--- config.mk ---
export PLATFORM = sky130hd
export DESIGN_NAME = ipfd_isqrt
export DESIGN_NICKNAME = d
export VERILOG_FILES = /design/src/rtl/ipfd_pkg.sv /design/src/rtl/ipfd_isqrt.sv
export SDC_FILE = /design/constraint.sdc
export NUM_CORES = 1
export LEC_CHECK = 0
export ABC_CLOCK_PERIOD_IN_PS = 5100
export BUFFER_PORTS_ARGS = -buffer_cell sky130_fd_sc_hd__buf_4
export CAP_MARGIN = 20
export CORE_MARGIN = 2
export CORE_UTILIZATION = 45
export CTS_CLUSTER_DIAMETER = 60
export CTS_CLUSTER_SIZE = 40
export DETAILED_ROUTE_END_ITERATION = 7
export GPL_ROUTABILITY_DRIVEN = 1
export GPL_TIMING_DRIVEN = 0
export HOLD_SLACK_MARGIN = 0.02
export PLACE_DENSITY_LB_ADDON = 0.08
export SKIP_CTS_REPAIR_TIMING = 1
export SYNTH_ARGS = -nofsm -noshare
export SYNTH_HDL_FRONTEND = slang
export SYNTH_SLANG_ARGS = --single-unit
--- constraint.sdc ---
create_clock -name i_clk -period 5.1 [get_ports i_clk]
set_clock_uncertainty 0.15 [all_clocks]
set_input_delay 0.765 -clock i_clk [delete_from_list [all_inputs] [get_ports i_clk]]
set_output_delay 0.765 -clock i_clk [all_outputs]
set_load 0.03 [all_outputs]
--- src/rtl/ipfd_pkg.sv ---
// shared constants, types and register codes of the pickup and face-down detector
package ipfd_pkg;

    // sample and filter format
    localparam int SAMPLE_BITS  = 16;
    localparam int LP_FRAC_BITS = 8;

    // port field widths
    localparam int IN_W  = 16;
    localparam int TS_W  = 32;
    localparam int MAG_W = 16;

    // lane widths
    localparam int LP_W    = SAMPLE_BITS + LP_FRAC_BITS + 1;
    localparam int SQ_W    = 2 * SAMPLE_BITS;
    localparam int DSQ_W   = 2 * LP_W;
    localparam int DSUM_W  = DSQ_W + 2;
    localparam int M2_W    = 2 * SAMPLE_BITS;
    localparam int ROOT_W  = M2_W / 2;

    // register widths
    localparam int DEV_THR_W  = 13;
    localparam int SUSTAIN_W  = 32;
    localparam int FACE_THR_W = 15;
    localparam int ONE_G_W    = 15;
    localparam int FALLBACK_W = 20;
    localparam int MAX_INT_W  = 32;

    // deviation compare against thr^2 scaled into the filter fraction
    localparam int THR2_W  = 2 * DEV_THR_W;
    localparam int THR2S_W = THR2_W + 2 * LP_FRAC_BITS;
    localparam int DCMP_W  = (DSUM_W > THR2S_W) ? DSUM_W : THR2S_W;

    // magnitude against one g plus or minus threshold
    localparam int GG_W    = 2 * ONE_G_W;
    localparam int G_SUM_W = ONE_G_W + 1;
    localparam int GHI2_W  = 2 * G_SUM_W;
    localparam int GLO2_W  = 2 * ONE_G_W;
    localparam int MCMP_W  = (M2_W > GHI2_W) ? M2_W : GHI2_W;

    // tiny-sample drop: only m2 below 2^DROP_SHIFT can pass 1e6 * m2 < g^2
    localparam int DROP_SHIFT   = 11;
    localparam int DROP_SCALE_W = 20;
    localparam int DROP_PROD_W  = DROP_SHIFT + DROP_SCALE_W;
    localparam logic [DROP_SCALE_W-1:0] DROP_SCALE = DROP_SCALE_W'(1000000);

    // face-down test: az^2 * 2^30 > thr_q15^2 * m2
    localparam int FF_W       = 2 * FACE_THR_W;
    localparam int FACE_SHIFT = 2 * FACE_THR_W;
    localparam int FPROD_W    = FF_W + M2_W;
    localparam int FLHS_W     = SQ_W + FACE_SHIFT;
    localparam int FCMP_W     = (FLHS_W > FPROD_W) ? FLHS_W : FPROD_W;

    // configuration port
    localparam int ADDR_W    = 5;
    localparam int DATA_W    = 32;
    localparam int REG_IDX_W = 3;

    localparam logic [REG_IDX_W-1:0] REG_DEV_THR  = 3'd0;
    localparam logic [REG_IDX_W-1:0] REG_SUSTAIN  = 3'd1;
    localparam logic [REG_IDX_W-1:0] REG_FACE_THR = 3'd2;
    localparam logic [REG_IDX_W-1:0] REG_ONE_G    = 3'd3;
    localparam logic [REG_IDX_W-1:0] REG_FALLBACK = 3'd4;
    localparam logic [REG_IDX_W-1:0] REG_MAX_INT  = 3'd5;

    // register reset values
    localparam logic [DEV_THR_W-1:0]  RST_DEV_THR  = 13'd1475;
    localparam logic [SUSTAIN_W-1:0]  RST_SUSTAIN  = 32'd120000;
    localparam logic [FACE_THR_W-1:0] RST_FACE_THR = 15'd26214;
    localparam logic [ONE_G_W-1:0]    RST_ONE_G    = 15'd8192;
    localparam logic [FALLBACK_W-1:0] RST_FALLBACK = 20'd50000;
    localparam logic [MAX_INT_W-1:0]  RST_MAX_INT  = 32'd1000000;

    typedef struct packed {
        logic [DEV_THR_W-1:0]  dev_thr;
        logic [SUSTAIN_W-1:0]  sustain;
        logic [FACE_THR_W-1:0] face_thr;
        logic [ONE_G_W-1:0]    one_g;
        logic [FALLBACK_W-1:0] fallback;
        logic [MAX_INT_W-1:0]  max_int;
    } t_cfg;

    // step strobes from the sequencer to lanes and merge
    typedef struct packed {
        logic step1;
        logic step2;
        logic step3;
        logic commit;
    } t_step;

    // findings of the merge stage
    typedef struct packed {
        logic drop;
        logic moving;
        logic face;
    } t_verdict;

endpackage

--- src/rtl/ipfd_isqrt.sv ---
// bit-pair integer square root, one root bit per cycle
module ipfd_isqrt (
    input  logic                        i_clk,
    input  logic                        i_rst_n,
    input  logic                        i_start,
    input  logic [ipfd_pkg::M2_W-1:0]   i_radicand,
    output logic                        o_done,
    output logic [ipfd_pkg::ROOT_W-1:0] o_root
);
    import ipfd_pkg::*;

    localparam int REM_W = ROOT_W + 1;
    localparam int CNT_W = $clog2(ROOT_W);

    logic [M2_W-1:0]   r_rad;
    logic [REM_W-1:0]  r_rem;
    logic [ROOT_W-1:0] r_root;
    logic [CNT_W-1:0]  r_cnt;
    logic              r_run;
    logic              r_done;
    logic [REM_W+1:0]  w_rem_sh;
    logic [REM_W+1:0]  w_trial;
    logic              w_take;

    // trial subtract of (4 * root + 1)
    always_comb begin
        w_rem_sh = {r_rem, r_rad[M2_W-1 -: 2]};
        w_trial  = (REM_W + 2)'({r_root, 2'b01});
        w_take   = w_rem_sh >= w_trial;
    end

    // control
    always_ff @(posedge i_clk) begin
        if (!i_rst_n) begin
            r_run  <= 1'b0;
            r_done <= 1'b0;
        end else if (i_start) begin
            r_run  <= 1'b1;
            r_done <= 1'b0;
        end else if (r_run && (r_cnt == '0)) begin
            r_run  <= 1'b0;
            r_done <= 1'b1;
        end
    end

    // datapath
    always_ff @(posedge i_clk) begin
        if (i_start) begin
            r_rad  <= i_radicand;
            r_rem  <= '0;
            r_root <= '0;
            r_cnt  <= CNT_W'(ROOT_W - 1);
        end else if (r_run) begin
            r_rad <= r_rad << 2;
            r_cnt <= r_cnt - 1'b1;
            if (w_take) begin
                r_rem  <= REM_W'(w_rem_sh - w_trial);
                r_root <= {r_root[ROOT_W-2:0], 1'b1};
            end else begin
                r_rem  <= REM_W'(w_rem_sh);
                r_root <= {r_root[ROOT_W-2:0], 1'b0};
            end
        end
    end

    assign o_done = r_done;
    assign o_root = r_root;

endmodule

After elaboration in Yosys (flattened, before gate mapping)
Cells that the tools add are included.

storage, ports and cells
  register bits after elaboration = 71
  bits of input ports = 35
  output and inout bits = 17
  word-level logic and storage cells = 21

operators by class
  add/subtract/negate cells = 2
  magnitude comparators = 1
  mux-type cells = 6
  bitwise gates (word level) = 1
  reductions and logical operators = 5

operators with widths
  operator                                                             number
  32-bit two-way mux                                                   2
  19-bit by 18-bit >= comparator with 1-bit output                     1
  17-bit two-way mux                                                   1
  17-bit subtractor                                                    1
  4-bit logical NOT                                                    1
  2-bit nonzero test                                                   2
  4-bit by 1-bit subtractor with 4-bit output (second input constant)  1
  1-bit two-way mux                                                    3
  2-bit OR reduction                                                   1
  1-bit logical AND                                                    1
  1-bit NOT                                                            1

Depth between registers and ports, before layout
Gate-level depths: netlist (run 1).

  depth after elaboration = 4
  mapped depth = 10
  depth with buffers taken out = 8

Worst setup path before layout (run 1)
OpenSTA, ideal clock, no wires.

  path kind = register -> register
  from = reg r_root[10] (netlist: o_root[10])
  to = reg r_rem[2]
  setup time = 0.147 ns
  arrival = 2.257 ns
  required time = 4.803 ns
  slack = 2.546 ns
  cell stages (with the launch flop) = 11
  buffers on the path = 2
  period minus slack after synthesis = 2.554 ns
  cell sequence = dfxtp_1 -> inv_1 -> ha_1 -> buf_6 -> a211oi_2 -> o21bai_2 -> a2111oi_4 -> o21a_4 -> buf_12 -> mux2i_1 -> a211oi_1

between the ends
  word-level cells in the longest chain between the ends = 2

RTL lines
  what                                              line              RTL
  from (decl)                                       ipfd_isqrt.sv:17  logic [ROOT_W-1:0] r_root;
  from (signal assigned)                            ipfd_isqrt.sv:58  r_root <= {r_root[ROOT_W-2:0], 1'b1};
  from (signal assigned)                            ipfd_isqrt.sv:61  r_root <= {r_root[ROOT_W-2:0], 1'b0};
  19-bit by 18-bit >= comparator with 1-bit output  ipfd_isqrt.sv:29  w_take = w_rem_sh >= w_trial;
  17-bit two-way mux                                ipfd_isqrt.sv:56  if (w_take) begin
  to (signal assigned)                              ipfd_isqrt.sv:57  r_rem <= REM_W'(w_rem_sh - w_trial);
  to (signal assigned)                              ipfd_isqrt.sv:60  r_rem <= REM_W'(w_rem_sh);
  to (decl)                                         ipfd_isqrt.sv:16  logic [REM_W-1:0] r_rem;

No other way between the ends.
A chain may end at the register's enable or synchronous reset.

Final worst setup path (run 1)
  from = reg r_root[0] (netlist: o_root[0])
  to = reg r_rem[16]

between the ends
  word-level cells in the longest chain between the ends = 2
  elaborated cells on any way between the ends = 3
  classes of those cells = add/sub (1); order compare (1); mux (1)

RTL lines
  what                                                                                          line
  17-bit subtractor / 19-bit by 18-bit >= comparator with 1-bit output (equally long branches)  ipfd_isqrt.sv:57, ipfd_isqrt.sv:29
  17-bit two-way mux *                                                                          ipfd_isqrt.sv:56

Every way passes the cells marked *; elsewhere a longest branch is shown, timed or not.

==> results of run 1 <==
power by group:
part,switching [mW],internal (mW)
clock,0.235,0.330
sequential,0.0628,0.682
combinational,0.748,0.653
total,1.05,1.67
final cells by class:
class                           instances  area (sq um)  area share
Multi-Input combinational cell        259          1990       0.415
Sequential cell                        71          1740       0.364
Timing Repair Buffer                   51           403      0.0842
Buffer                                 24           180      0.0376
Tap cell                              108           135      0.0282
Clock buffer                           10           128      0.0267
Clock inverter                          6           116      0.0243
Inverter                               26          97.6      0.0204
cells in the mapped netlist, types with 8 or more instances:
cell type / number / area (sq um)
sky130_fd_sc_hd__nor2_1: 43 / 161
sky130_fd_sc_hd__dfxtp_1: 39 / 781
sky130_fd_sc_hd__edfxtp_1: 32 / 961
sky130_fd_sc_hd__mux2_2: 30 / 338
sky130_fd_sc_hd__inv_1: 26 / 97.6
sky130_fd_sc_hd__mux2i_1: 23 / 230
sky130_fd_sc_hd__ha_1: 20 / 250
sky130_fd_sc_hd__a21oi_1: 17 / 85.1
sky130_fd_sc_hd__nand2_1: 14 / 52.6
sky130_fd_sc_hd__a211oi_1: 10 / 75.1
sky130_fd_sc_hd__clkbuf_1: 9 / 33.8
sky130_fd_sc_hd__xor2_1: 8 / 70.1
registers in the layout (all words and copies together) (netlist names):
name    flops
r_run       1
r_cnt       4
o_root     16
r_rem      17
r_rad      32
o_done      1
worst max-delay path by stage:
| stage | startpoint | endpoint | slack, ns | cells past startpoint |
|---|---|---|---|---|
| floorplan | o_root[10] | r_rem[2] | 2.55 | 10 |
| global placement | i_start | r_rad[22] | 2.40 | 3 |
| detailed placement | o_root[0] | r_rem[14] | 2.45 | 8 |
| CTS | o_root[0] | r_rem[14] | 2.42 | 8 |
| global route | o_root[0] | r_rem[16] | 2.20 | 8 |
| finish | o_root[0] | r_rem[16] | 2.39 | 8 |
kinds of logic after synthesis:
| logic type | after synthesis | synth area share |
|---|---|---|
| compound gates | 80 | 0.150 |
| xor+xnor | 15 | 0.0328 |
| mux | 53 | 0.142 |
| fa+ha+maj | 20 | 0.0625 |
| buf+inv | 50 | 0.0693 |
| flops | 71 | 0.435 |
| simple gates | 91 | 0.109 |
routing by layer:
layer  up-vias  track usage
li1       1510            -
met1      1430        0.233
met2        59        0.307
met3        11       0.0387
met4         0       0.0643
met5         -            0
worst max-delay path, cell delays in order (launching register included):
cell,delay (ns)
sky130_fd_sc_hd__dfxtp_1,0.38
sky130_fd_sc_hd__inv_1,0.06
sky130_fd_sc_hd__ha_1,0.36
sky130_fd_sc_hd__nor2b_1,0.17
sky130_fd_sc_hd__o31ai_1,0.45
sky130_fd_sc_hd__a311oi_1,0.25
sky130_fd_sc_hd__o31ai_1,0.42
sky130_fd_sc_hd__xor2_1,0.21
sky130_fd_sc_hd__a31oi_1,0.11
placed cells by master (no fill, tap or decap), types with 4 or more instances in the layout:
master | netlist | layout
sky130_fd_sc_hd__nand2_1 | 14 | 14
sky130_fd_sc_hd__xor2_1 | 8 | 8
sky130_fd_sc_hd__nand2b_1 | 4 | 4
sky130_fd_sc_hd__inv_1 | 26 | 26
sky130_fd_sc_hd__dfxtp_1 | 39 | 39
sky130_fd_sc_hd__o21ai_0 | 6 | 6
sky130_fd_sc_hd__edfxtp_1 | 32 | 32
sky130_fd_sc_hd__mux2_2 | 30 | 30
sky130_fd_sc_hd__clkbuf_1 | 9 | 10
sky130_fd_sc_hd__nor2b_1 | 5 | 5
sky130_fd_sc_hd__a31oi_1 | 7 | 7
sky130_fd_sc_hd__o31ai_1 | 4 | 4
sky130_fd_sc_hd__a21oi_1 | 17 | 17
sky130_fd_sc_hd__clkbuf_8 | 1 | 10
sky130_fd_sc_hd__nor2_1 | 43 | 43
sky130_fd_sc_hd__nand3_1 | 7 | 7
sky130_fd_sc_hd__buf_6 | 6 | 6
sky130_fd_sc_hd__a211oi_1 | 10 | 10
sky130_fd_sc_hd__ha_1 | 20 | 20
sky130_fd_sc_hd__mux2i_1 | 23 | 23
sky130_fd_sc_hd__xnor2_1 | 7 | 7
sky130_fd_sc_hd__buf_4 | 3 | 53
==> metrics.txt, run 1 <==
# TYPE chip_impl_metric gauge
chip_impl_metric{name="drv_cap",unit=""} 0
chip_impl_metric{name="post_drt_via_cell_ratio",unit=""} 5.42
chip_impl_metric{name="final.hold.worst_slack",unit="ns"} 0.341
chip_impl_metric{name="post_route_wl",unit="microns"} 8650
chip_impl_metric{name="core-area",unit="sq um"} 8680
chip_impl_metric{name="total_power",unit="mW"} 2.71
chip_impl_metric{name="final_net_count",unit=""} 497
chip_impl_metric{name="detailedRoute.firstIterationViolations",unit=""} 107
chip_impl_metric{name="grt_max_degree",unit=""} 24
chip_impl_info{name="holdPathEnd",value="r_rem[15]"} 1
chip_impl_metric{name="post-route-cell-area",unit="sq um"} 4790
chip_impl_metric{name="cts_buffers",unit=""} 9
chip_impl_metric{name="drt_drc_violations_left",unit=""} 0
chip_impl_metric{name="min_path_cells",unit=""} 2
chip_impl_metric{name="area_growth",unit="%"} 19.5
chip_impl_metric{name="setup_tns",unit="ns"} 0
chip_impl_metric{name="clk-insertion-delay-late",unit="ns"} 0.35
chip_impl_metric{name="finalHoldViolations",unit=""} 0
chip_impl_metric{name="initial_standard_cell_utilization_of_the_core",unit=""} 0.462
chip_impl_metric{name="critical_path_required",unit="ns"} 5.16
chip_impl_metric{name="cts_max_path_buffers",unit=""} 2
chip_impl_metric{name="place.detailed.hpwl",unit="microns"} 6390
chip_impl_info{name="yosys_most_used_dff",value="sky130_fd_sc_hd__dfxtp_1"} 1
chip_impl_metric{name="placedInstanceArea",unit="sq um"} 4540
chip_impl_metric{name="fill_cells",unit=""} 815
chip_impl_metric{name="die_x",unit="microns"} 98.3
chip_impl_metric{name="number_of_port_buffers",unit=""} 50
chip_impl_metric{name="level_count_of_the_clock_h_tree",unit=""} 3
chip_impl_info{name="cts_tree",value="built"} 1
chip_impl_metric{name="final_clock_period_utilization_by_the_worst_path",unit=""} 0.531
chip_impl_metric{name="synthCells",unit=""} 380
chip_impl_metric{name="leakagePower",unit="nW"} 1.92
chip_impl_info{name="clockRootBuffer",value="sky130_fd_sc_hd__clkbuf_8"} 1
chip_impl_metric{name="grt_first_pass_wirelength",unit="microns"} 14100
chip_impl_metric{name="mappedNetlistArea",unit="sq um"} 4010
chip_impl_info{name="dr.max_layer_used",value="met4"} 1
chip_impl_metric{name="dpl.cell_count",unit=""} 539
chip_impl_metric{name="layout-drive-gt1-share",unit=""} 0.271
chip_impl_metric{name="grt_util_all_layers",unit=""} 0.183
chip_impl_info{name="start_kind",value="register"} 1
chip_impl_metric{name="syn-num-nets",unit=""} 435
chip_impl_metric{name="boundaryPins",unit=""} 52
chip_impl_info{name="min_delay_startpoint",value="r_rem[15]"} 1
chip_impl_metric{name="yosys.cell_types.count",unit=""} 63
chip_impl_metric{name="first_global_vias",unit=""} 2951
chip_impl_metric{name="worst_pin_slew",unit="ns"} 0.810
chip_impl_info{name="end_kind",value="register"} 1
chip_impl_metric{name="route.layer.met1.wl",unit="microns"} 3930
chip_impl_metric{name="route.antenna.remaining_nets",unit=""} 0
chip_impl_metric{name="cellPowerDensity",unit="nW/um^2"} 566
chip_impl_metric{name="worst_setup_slack_for_register_to_register_paths",unit="ns"} 2.39
chip_impl_metric{name="route.met2.wl",unit="microns"} 4190
chip_impl_metric{name="preCtsSetupSlack",unit="ns"} 2.45
chip_impl_metric{name="cts.reportedPaths.clkPinSlew",unit="ns"} 0.08
chip_impl_info{name="critical_path_class",value="register to register"} 1
chip_impl_metric{name="max_slew_violations",unit=""} 0
chip_impl_metric{name="die_h",unit="microns"} 98.3
chip_impl_metric{name="synth-edff-count",unit=""} 32
chip_impl_metric{name="crit_fanout",unit=""} 5
chip_impl_metric{name="clock.fmax",unit="MHz"} 369
chip_impl_metric{name="dr.pass1.iters",unit=""} 4
chip_impl_metric{name="place_congestion",unit=""} 0.905
chip_impl_metric{name="finalWorstPathRequiredPeriod",unit="ns"} 2.71
chip_impl_info{name="timing.rr.start",value="o_root[0]"} 1
chip_impl_metric{name="max_slew_headroom",unit=""} 0.460
chip_impl_metric{name="cts_num_sinks",unit=""} 71
chip_impl_metric{name="grt_antenna_before_repair",unit=""} 0
chip_impl_metric{name="synth_area_per_cell",unit="sq um"} 10.5
chip_impl_metric{name="final_core_util",unit=""} 0.552
chip_impl_metric{name="synth-seq-cells",unit=""} 71
chip_impl_metric{name="vdd_drop_max",unit="mV"} 0.298
chip_impl_info{name="worstHoldPathType",value="register to register"} 1
chip_impl_metric{name="setup_viol",unit=""} 0
chip_impl_metric{name="wire_per_inst",unit="microns"} 15.6
chip_impl_metric{name="synth-seq-area-share",unit=""} 0.435
chip_impl_metric{name="worst_ep_arrival_time",unit="ns"} 2.77
chip_impl_metric{name="std_cell_rows",unit=""} 34
chip_impl_info{name="outcome",value="completed"} 1
chip_impl_metric{name="async_reset_ff_frac",unit=""} 0
chip_impl_metric{name="num_vias",unit=""} 3010
chip_impl_metric{name="die-area",unit="sq um"} 9670
chip_impl_metric{name="timing.final.ws_setup",unit="ns"} 2.39
chip_impl_metric{name="globalRoute.totalOverflow",unit=""} 0
chip_impl_info{name="rsz0062_at_grt",value="false"} 1
chip_impl_metric{name="rr_worst_depth",unit=""} 8
chip_impl_info{name="r2r_end",value="r_rem[16]"} 1
chip_impl_metric{name="diodes",unit=""} 0
chip_impl_metric{name="wl_met3",unit="microns"} 410
chip_impl_metric{name="final_instance_count_excl_fillers",unit=""} 555
chip_impl_metric{name="ys.warnings.count",unit=""} 0
Note: power is estimated with default switching activity, not from simulation.
==> run 2, diff against run 1 <==
Settings changed: ABC_CLOCK_PERIOD_IN_PS 5100 to 2300.
Clock period 5.1 ns to 2.3 ns, I/O delays scaled along.
==> metrics.txt, run 2 (synthesized netlist as in run 1, its figures left out) <==
# TYPE chip_impl_metric gauge
chip_impl_metric{name="cts_max_path_buffers",unit=""} 2
chip_impl_metric{name="die-area",unit="sq um"} 9670
chip_impl_metric{name="dpl.cell_count",unit=""} 539
chip_impl_info{name="rsz0062_at_grt",value="true"} 1
chip_impl_metric{name="std_cell_rows",unit=""} 34
chip_impl_metric{name="final.hold.worst_slack",unit="ns"} 0.0573
chip_impl_info{name="worstHoldPathType",value="input port to register"} 1
chip_impl_info{name="mostFrequentLayoutCell",value="sky130_fd_sc_hd__buf_4"} 1
chip_impl_metric{name="placedInstanceArea",unit="sq um"} 4650
chip_impl_metric{name="comb_power_share",unit=""} 0.607
chip_impl_metric{name="crit_fanout",unit=""} 8
chip_impl_metric{name="grt_util_all_layers",unit=""} 0.196
chip_impl_metric{name="worst_ep_arrival_time",unit="ns"} 2.48
chip_impl_metric{name="initial_standard_cell_utilization_of_the_core",unit=""} 0.462
chip_impl_metric{name="finalHoldViolations",unit=""} 0
chip_impl_info{name="clockRootBuffer",value="sky130_fd_sc_hd__clkbuf_8"} 1
chip_impl_metric{name="grt_antenna_before_repair",unit=""} 0
chip_impl_metric{name="place.detailed.hpwl",unit="microns"} 6600
chip_impl_metric{name="globalRoute.totalOverflow",unit=""} 0
chip_impl_metric{name="post_drt_via_cell_ratio",unit=""} 5.44
chip_impl_metric{name="finalWorstPathRequiredPeriod",unit="ns"} 2.42
chip_impl_info{name="worst_setup_path_startpoint",value="o_root[6]"} 1
chip_impl_metric{name="cts_num_sinks",unit=""} 71
chip_impl_metric{name="post-route-cell-area",unit="sq um"} 5230
chip_impl_metric{name="post_route_wl",unit="microns"} 9370
chip_impl_metric{name="cts_buffers",unit=""} 9
chip_impl_metric{name="vdd_drop_max",unit="mV"} 0.877
chip_impl_info{name="cts_tree",value="built"} 1
chip_impl_info{name="critical_path_class",value="register to register"} 1
chip_impl_info{name="min_delay_startpoint",value="i_rst_n"} 1
chip_impl_metric{name="die_h",unit="microns"} 98.3
chip_impl_metric{name="num_vias",unit=""} 3125
chip_impl_info{name="end_kind",value="register"} 1
chip_impl_info{name="start_kind",value="register"} 1
chip_impl_metric{name="drt_drc_violations_left",unit=""} 0
chip_impl_metric{name="drv_cap",unit=""} 0
chip_impl_metric{name="level_count_of_the_clock_h_tree",unit=""} 3
chip_impl_metric{name="number_of_port_buffers",unit=""} 50
chip_impl_metric{name="net-switching-power",unit="mW"} 2.73
chip_impl_metric{name="first_global_vias",unit=""} 3038
chip_impl_metric{name="diodes",unit=""} 0
chip_impl_metric{name="final_instance_count_excl_fillers",unit=""} 574
chip_impl_metric{name="dr.pass1.iters",unit=""} 4
chip_impl_info{name="max_flop_register",value="r_rad"} 1
chip_impl_info{name="timing.rr.start",value="o_root[6]"} 1
chip_impl_metric{name="power.clock.fraction",unit=""} 0.158
chip_impl_metric{name="setup_tns",unit="ns"} -1.05
chip_impl_metric{name="total_power",unit="mW"} 7.12
chip_impl_metric{name="final_clock_period_utilization_by_the_worst_path",unit=""} 1.05
chip_impl_metric{name="final_net_count",unit=""} 516
chip_impl_info{name="failed_checks",value="setup timing"} 1
chip_impl_metric{name="layout-drive-gt1-share",unit=""} 0.421
chip_impl_metric{name="power.sequential.fraction",unit=""} 0.235
chip_impl_metric{name="wire_per_inst",unit="microns"} 16.3
chip_impl_metric{name="core-area",unit="sq um"} 8680
chip_impl_metric{name="largest_register_ff_count",unit=""} 32
chip_impl_metric{name="route.antenna.remaining_nets",unit=""} 0
chip_impl_metric{name="area_growth",unit="%"} 30.6
chip_impl_metric{name="leakagePower",unit="nW"} 2.07
chip_impl_metric{name="critical_path_required",unit="ns"} 2.37
chip_impl_metric{name="place_congestion",unit=""} 0.873
chip_impl_metric{name="cts.reportedPaths.clkPinSlew",unit="ns"} 0.08
chip_impl_metric{name="clock.fmax",unit="MHz"} 414
chip_impl_metric{name="fill_cells",unit=""} 747
chip_impl_metric{name="critical_path.max_stage_delay",unit="ns"} 0.35
chip_impl_metric{name="cellPowerDensity",unit="nW/um^2"} 1360
chip_impl_metric{name="timing.final.ws_setup",unit="ns"} -0.117
chip_impl_metric{name="power_switching_share",unit=""} 0.383
chip_impl_metric{name="boundaryPins",unit=""} 52
chip_impl_metric{name="p_int",unit="mW"} 4.39
chip_impl_metric{name="setup_viol",unit=""} 14
chip_impl_metric{name="max_slew_headroom",unit=""} 0.457
chip_impl_metric{name="worst_pin_slew",unit="ns"} 0.814
chip_impl_metric{name="detailedRoute.firstIterationViolations",unit=""} 155
chip_impl_metric{name="max_slew_violations",unit=""} 0
chip_impl_info{name="outcome",value="finished with violations"} 1
chip_impl_metric{name="die_x",unit="microns"} 98.3
chip_impl_info{name="critical-path-slowest-cell",value="sky130_fd_sc_hd__dfxtp_4"} 1
chip_impl_metric{name="grt_first_pass_wirelength",unit="microns"} 14900
chip_impl_info{name="commonest_cells_after_routing_fill_and_taps_aside",value="69 x sky130_fd_sc_hd__buf_4, 42 x sky130_fd_sc_hd__nor2_1, 32 x sky130_fd_sc_hd__edfxtp_1"} 1
chip_impl_metric{name="clk-insertion-delay-late",unit="ns"} 0.35
chip_impl_metric{name="grt_max_degree",unit=""} 18
chip_impl_info{name="critical_path.cell_chain",value="inv_1, ha_1, buf_6, a21oi_2, o21ai_4, buf_4, a211oi_2, o21a_4, buf_12, mux2i_4, a211oi_1"} 1
-- run 2: changes by cell type in the layout (fill, tap and decap cells not counted), moves of 6 or more --
cell | before | now
sky130_fd_sc_hd__buf_4 | 53 | 69
sky130_fd_sc_hd__dfxtp_1 | 39 | 21
sky130_fd_sc_hd__dfxtp_2 | 0 | 10
sky130_fd_sc_hd__dfxtp_4 | 0 | 8
sky130_fd_sc_hd__ha_1 | 20 | 13
sky130_fd_sc_hd__ha_4 | 0 | 6
sky130_fd_sc_hd__inv_1 | 26 | 19
-- run 2: worst paths after layout --
kind               endpoint  slack, ns  depth (start not counted)
setup reg to reg   r_rem[8]      -0.12                         11
hold / removal        r_run       0.06                          2
setup / recovery   r_rem[8]      -0.12                         11
hold reg to reg   r_rem[15]       0.34                          2
-- run 2: power groups by stage --
| stage | clock network, mW | logic (mW) | registers (mW) |
|---|---|---|---|
| floorplan | 0 | 2.54 | 1.64 |
| global route | 1.19 | 4.60 | 1.70 |
| global placement | 0 | 3.14 | 1.68 |
| CTS | 1.15 | 3.19 | 1.65 |
| finish | 1.12 | 4.32 | 1.67 |
| detailed placement | 0 | 3.18 | 1.68 |
-- run 2: worst max-delay path, delay by kind of cell, from the launching register on --
kind	cells	cell delay, ns
buffers and inverters	4	0.46
flip-flops	1	0.35
AO/OA/AOI/OAI	5	0.80
adder cells (fa/ha/maj)	1	0.29
multiplexers	1	0.22
-- run 2: area by class of cell --
cell class / instances / area, sq um / share of cell area
Clock buffer: 10 / 128 / 0.0244
Timing Repair Buffer: 71 / 587 / 0.112
Sequential cell: 71 / 1780 / 0.341
Tap cell: 108 / 135 / 0.0258
Buffer: 23 / 181 / 0.0347
Clock inverter: 6 / 93.8 / 0.0179
Inverter: 26 / 109 / 0.0208
Multi-Input combinational cell: 259 / 2210 / 0.423
-- run 2: layer usage --
metal  GRT usage  part of all wire  vias up
li1            -                 -     1546
met1       0.251              0.44     1480
met2       0.320              0.49       82
met3      0.0487             0.054       17
met4      0.0738             0.020        0
met5           0                 0        -
-- run 2: through the flow --
step,utilization,setup WS (ns)
after floorplan,-,0.00529
after global placement,0.532,-0.227
after detailed placement,0.535,-0.235
after CTS,0.561,-0.259
after global routing,0.603,-0.189
final,0.603,-0.117
